## src/hw/rtl/plfl_pkg.sv

```systemverilog
`timescale 1ns / 1ps

package plfl_pkg;

    // table geometry
    localparam int MAX_SEG     = 256;
    localparam int TABLE_DEPTH = MAX_SEG + 1;

    // field widths
    localparam int IDX_W   = 9;
    localparam int DATA_W  = 33;
    localparam int COORD_W = 32;
    localparam int VAL_W   = 32;
    localparam int MODE_W  = 2;

    // stream packing
    localparam int S_IDX_LSB   = 0;
    localparam int S_DATA_LSB  = S_IDX_LSB + IDX_W;
    localparam int S_COORD_LSB = S_DATA_LSB + DATA_W;
    localparam int S_USED_W    = S_COORD_LSB + COORD_W;
    localparam int S_TDATA_W   = ((S_USED_W + 7) / 8) * 8;
    localparam int M_USED_W    = VAL_W + IDX_W;
    localparam int M_TDATA_W   = ((M_USED_W + 7) / 8) * 8;

    // configuration port
    localparam int CFG_IDX_W  = 3;
    localparam int CFG_DATA_W = 32;

    localparam logic [CFG_IDX_W-1:0] REG_DOMAIN_MIN   = 3'd0;
    localparam logic [CFG_IDX_W-1:0] REG_DOMAIN_MAX   = 3'd1;
    localparam logic [CFG_IDX_W-1:0] REG_NUM_SEGMENTS = 3'd2;
    localparam logic [CFG_IDX_W-1:0] REG_VALUES_AT_VX = 3'd3;
    localparam logic [CFG_IDX_W-1:0] REG_UNIFORM_GRID = 3'd4;

    // item kinds
    localparam logic [MODE_W-1:0] MODE_LOAD_VALUE    = 2'd0;
    localparam logic [MODE_W-1:0] MODE_LOAD_POSITION = 2'd1;
    localparam logic [MODE_W-1:0] MODE_QUERY         = 2'd2;

    // divider status toward the sequencer
    typedef struct packed {
        logic busy;
        logic done;
    } div_stat_t;

endpackage

```

## src/hw/rtl/plfl_div.sv

```systemverilog
`timescale 1ns / 1ps

module plfl_div #(
    parameter int QW = 25,
    parameter int VW = 32
) (
    input  logic                  clk,
    input  logic                  rst_n,
    input  logic                  start,
    input  logic [QW+VW-1:0]      dividend,
    input  logic [VW-1:0]         divisor,
    output logic [QW-1:0]         quotient,
    output plfl_pkg::div_stat_t   stat
);

    import plfl_pkg::*;

    localparam int CW = $clog2(QW + 1);

    logic [VW-1:0] rem_reg, rem_next;
    logic [QW-1:0] low_reg, low_next;
    logic [VW-1:0] divisor_reg;
    logic [CW-1:0] cnt_reg, cnt_next;
    logic          busy_reg, busy_next;
    logic          done_reg, done_next;
    logic [VW:0]   trial;
    logic [VW:0]   trial_diff;
    logic          fits;

    // one restoring step: shift in the next dividend bit, subtract if it fits
    always_comb
    begin
        trial      = {rem_reg, low_reg[QW-1]};
        trial_diff = trial - {1'b0, divisor_reg};
        fits       = !trial_diff[VW];
    end

    // step sequencing
    always_comb
    begin
        rem_next  = rem_reg;
        low_next  = low_reg;
        cnt_next  = cnt_reg;
        busy_next = busy_reg;
        done_next = 1'b0;
        if (start)
        begin
            rem_next  = dividend[QW+VW-1:QW];
            low_next  = dividend[QW-1:0];
            cnt_next  = CW'(QW);
            busy_next = 1'b1;
        end
        else if (busy_reg)
        begin
            rem_next = fits ? trial_diff[VW-1:0] : trial[VW-1:0];
            low_next = {low_reg[QW-2:0], fits};
            cnt_next = cnt_reg - CW'(1);
            if (cnt_reg == CW'(1))
            begin
                busy_next = 1'b0;
                done_next = 1'b1;
            end
        end
    end

    // control state
    always_ff @(posedge clk or negedge rst_n)
    begin
        if (!rst_n)
        begin
            busy_reg <= 1'b0;
            done_reg <= 1'b0;
            cnt_reg  <= '0;
        end
        else
        begin
            busy_reg <= busy_next;
            done_reg <= done_next;
            cnt_reg  <= cnt_next;
        end
    end

    // datapath
    always_ff @(posedge clk)
    begin
        rem_reg <= rem_next;
        low_reg <= low_next;
        if (start)
        begin
            divisor_reg <= divisor;
        end
    end

    assign quotient  = low_reg;
    assign stat.busy = busy_reg;
    assign stat.done = done_reg;

endmodule

```

## config.mk

```make
export PLATFORM = sky130hd
export DESIGN_NAME = plfl_div
export DESIGN_NICKNAME = d
export VERILOG_FILES = /design/src/hw/rtl/plfl_pkg.sv /design/src/hw/rtl/plfl_div.sv
export SDC_FILE = /design/constraint.sdc
export NUM_CORES = 1
export LEC_CHECK = 0
export BUFFER_PORTS_ARGS = -buffer_cell sky130_fd_sc_hd__buf_2
export CORE_ASPECT_RATIO = 0.6
export CORE_MARGIN = 1.5
export CORE_UTILIZATION = 50
export DETAILED_ROUTE_END_ITERATION = 8
export GPL_TIMING_DRIVEN = 0
export PLACE_DENSITY = 0.74
export SLEW_MARGIN = 20
export SYNTH_ARGS = -nofsm -noshare
export SYNTH_HDL_FRONTEND = slang
export SYNTH_SLANG_ARGS = --single-unit
```

## constraint.sdc

```tcl
create_clock -name clk -period 3.4 [get_ports clk]
set_input_delay 0 -clock clk [delete_from_list [all_inputs] [get_ports clk]]
set_output_delay 0 -clock clk [all_outputs]
set_load 0.1 [all_outputs]
```

==> impl_metrics.tcl <==
set metrics [dict create \
    status "complete, no violations" \
    layout_worst_path_cycle_share_pct 98.01 \
    hpwl_mm 10.57 \
    max_stage_delay_ns 0.40 \
    numCtsBuffers 9 \
    slowest_stage "o31a_4" \
    finalSetupViolCount 0 \
    path_class "reg -> reg" \
    clock-skew-final_ns 0.008922 \
    yosysWarnings 0 \
    r2r-start "divisor_reg[5]" \
    clk_pin_slew_worst_paths_ns 0.07 \
    crit_path_end_kind "flip-flop" \
    cts.htree.levels 3 \
    layout.nets 891 \
    syn_area_um2 5892 \
    synth_seq_cells 96 \
    final_util_pct 70.36 \
    dp_slack_ns 0.01004 \
    ff2ff_setup_slack_ns 0.07 \
    max_freq_mhz 300.1 \
    cp.required_ns 3.50 \
    gp_congestion 0.9307 \
    cp-start-kind "flip-flop" \
    vias_per_cell 5.540 \
    dieArea_um2 12470 \
    ant_nets 0 \
    diodes 0 \
    cellPowerDensity_nw_per_um2 855.6 \
    synthCells 543 \
    clock-sinks 96 \
    clock_latency_ns 0.35 \
    rows 30 \
    ios 119 \
    crit_family "compound AO/OA/AOI/OAI gates" \
    area_growth_pct 35.83 \
    worst_slew_pin_slew_ns 0.8977 \
    fp.dieH_um 87.09 \
    grt_pass1_vias 5159 \
    drive_gt1_share_pct 24.58 \
    finalHoldViolations 0 \
    synth_cell_types 61 \
    max_slew_margin_pct 40.15 \
    drc 0 \
    async_flop_share_pct 7.292 \
    drt-initial-drc-count 386 \
    die_w_um 143.1 \
    dr.pass1.iters 5 \
    ff2ff_path_depth 12 \
    gr-total-overflow 0 \
    grt_first_pass_wirelength_mm 25.10 \
    hp-class "in -> async" \
    clockRootBuffer "clkbuf_16" \
    track_usage_pct 26.36 \
    synth_area_per_cell_um2 10.85 \
    io_buffers 118 \
    vias 5147 \
    r2r-end "rem_reg[28]" \
    worstPathArrival_ns 3.44 \
    vdd_drop_max_v 0.0004268 \
    setup_slack_ns 0.06775 \
    ctsLongestPathBuffers 2 \
    synth-edff-count 89 \
    synth_nets 670 \
    detail_route.wl_per_cell_um 17.23 \
    path_max_fanout 5 \
    grt_antenna_before_repair 0 \
    crit_buf_inv 2 \
    crit_top_cell "a21o_1" \
    p_leak_nw 3.468 \
    layout_min_cycle_time_ns 3.332 \
    grt_max_degree 58 \
    cts_tree "done" \
    crit_chain "inv_2 > ha_4 > a21o_1 > or3_4 > o21ai_4 > a21o_1 > a21oi_4 > o31a_4 > xor2_4 > buf_6 > mux2_4 > mux2_2" \
    drv_slew 0 \
    ys.flop_type "edfxtp_1" \
    seq_area_frac_synth_pct 48.33 \
    start_util_pct 51.80 \
    wirelength_mm 16.01 \
    cap_violations 0 \
    core_um2 11370 \
]
==> through the flow <==
stage	hold slack (ns)	instances	TNS, ns	cell area [um2]	power [W]
3_5_place_dp	-0.1586	821	0	6720	0.005454
6_report	0.01729	929	0	8003	0.006847
2_1_floorplan	-0.2956	543	-2.118	5927	0.004656
4_1_cts	0.01291	927	-0.04729	7931	0.006636
3_3_place_gp	-0.1641	821	0	6718	0.005311
5_1_grt	0.03870	929	-0.08088	8003	0.007251
==> cell usage after synthesis, types with 3 or more instances <==
cell type	count	area [um2]
or3_1	4	25.02
a21oi_1	36	180.2
nor3b_1	5	37.54
and3_1	5	31.28
o21a_1	4	30.03
mux2_2	25	281.5
nor2b_1	4	25.02
xor2_1	13	113.9
edfxtp_1	89	2673
mux2i_1	21	210.2
dfrtp_1	7	175.2
a211oi_1	3	22.52
nand2b_1	7	43.79
inv_1	40	150.1
o41ai_1	3	26.28
nand2_1	55	206.5
o21ai_0	37	185.2
o311ai_0	5	43.79
a31oi_1	4	25.02
nor2_1	26	97.59
o211ai_1	5	37.54
or2_2	3	18.77
nand3_1	7	35.03
a21o_1	13	97.59
buf_4	5	37.54
clkbuf_1	14	52.55
a221o_1	4	40.04
xnor2_1	19	166.4
nor3_1	6	30.03
ha_1	34	425.4
==> cells in the final DEF (no fill, tap or decap), types with 14 or more instances in the layout <==
| cell type | instances |
|---|---|
| edfxtp_1 | 89 |
| nand2_1 | 55 |
| nor2_1 | 26 |
| mux2i_1 | 21 |
| inv_1 | 39 |
| dlygate4sd3_1 | 89 |
| mux2_2 | 25 |
| clkbuf_1 | 14 |
| o21ai_0 | 34 |
| xnor2_1 | 19 |
| buf_2 | 118 |
| ha_1 | 32 |
| a21oi_1 | 34 |
==> worst reg2reg max path, delay by kind of cell, from the launching register on <==
family | cells | cell delay [ns]
adders and majority gates | 1 | 0.21
xor gates and xnor gates | 1 | 0.27
AOI/OAI and AO/OA | 5 | 1.10
muxes | 2 | 0.53
and+or+nand+nor | 1 | 0.36
buffers and inverters | 2 | 0.24
DFF | 1 | 0.38
==> power breakdown <==
part | internal [W] | switching [W] | leakage, nW
Clock | 0.000584 | 0.000455 | 0.152
Sequential | 0.00167 | 0.000178 | 1.01
Combinational | 0.00164 | 0.00232 | 2.31
==> logic make-up (layout without fill, tap and decap cells) <==
family / after synthesis / in the layout / synth area share, %
AOI/OAI and AO/OA: 137 / 137 / 15.16
and+or+nand+nor: 133 / 133 / 10.83
DFF: 96 / 96 / 48.33
buffers and inverters: 61 / 287 / 4.205
muxes: 47 / 47 / 8.600
adders and majority gates: 35 / 35 / 7.560
xor gates and xnor gates: 34 / 34 / 5.309
==> cell type report <==
type / instances / area (um2)
Sequential cell: 96 / 2848
Clock inverter: 3 / 20.02
Clock buffer: 13 / 281.5
Timing Repair Buffer: 211 / 1515
Inverter: 40 / 150.1
Tap cell: 160 / 200.2
Multi-Input combinational cell: 386 / 2890
Fill cell: 838 / 3371
Buffer: 20 / 97.59
==> how the worst max path moves through the flow <==
stage / from / endpoint / slack, ns / depth (start not counted)
final: divisor_reg[5] / rem_reg[28] / 0.07 / 12
after global routing: divisor_reg[5] / rem_reg[2] / -0.02 / 12
after CTS: rem_reg[4] / rem_reg[22] / -0.02 / 11
after detailed placement: rem_reg[4] / rem_reg[9] / 0.01 / 11
after global placement: rem_reg[4] / rem_reg[22] / 0.08 / 11
after floorplan: quotient[24] / rem_reg[28] / -0.16 / 12
==> layer usage <==
layer | vias up | wire length [um] | GRT usage, %
li1 | 2448 | - | -
met5 | - | 0 | 0
met3 | 25 | 960 | 5.662
met4 | 0 | 225 | 7.685
met2 | 190 | 7392 | 42.47
met1 | 2484 | 7427 | 36.10
==> timing repair <==
| item | 4_1_cts | 5_1_grt |
|---|---|---|
| resized for setup | 1 | 14 |
| pin swaps | 0 | 6 |
| setup buffers | 1 | 3 |
| hold endpoints to repair | 95 | 0 |
| hold buffers | 89 | 0 |
| endpoints found under the setup margin | 5 | 28 |
Note: power is estimated with default switching activity, not from simulation.
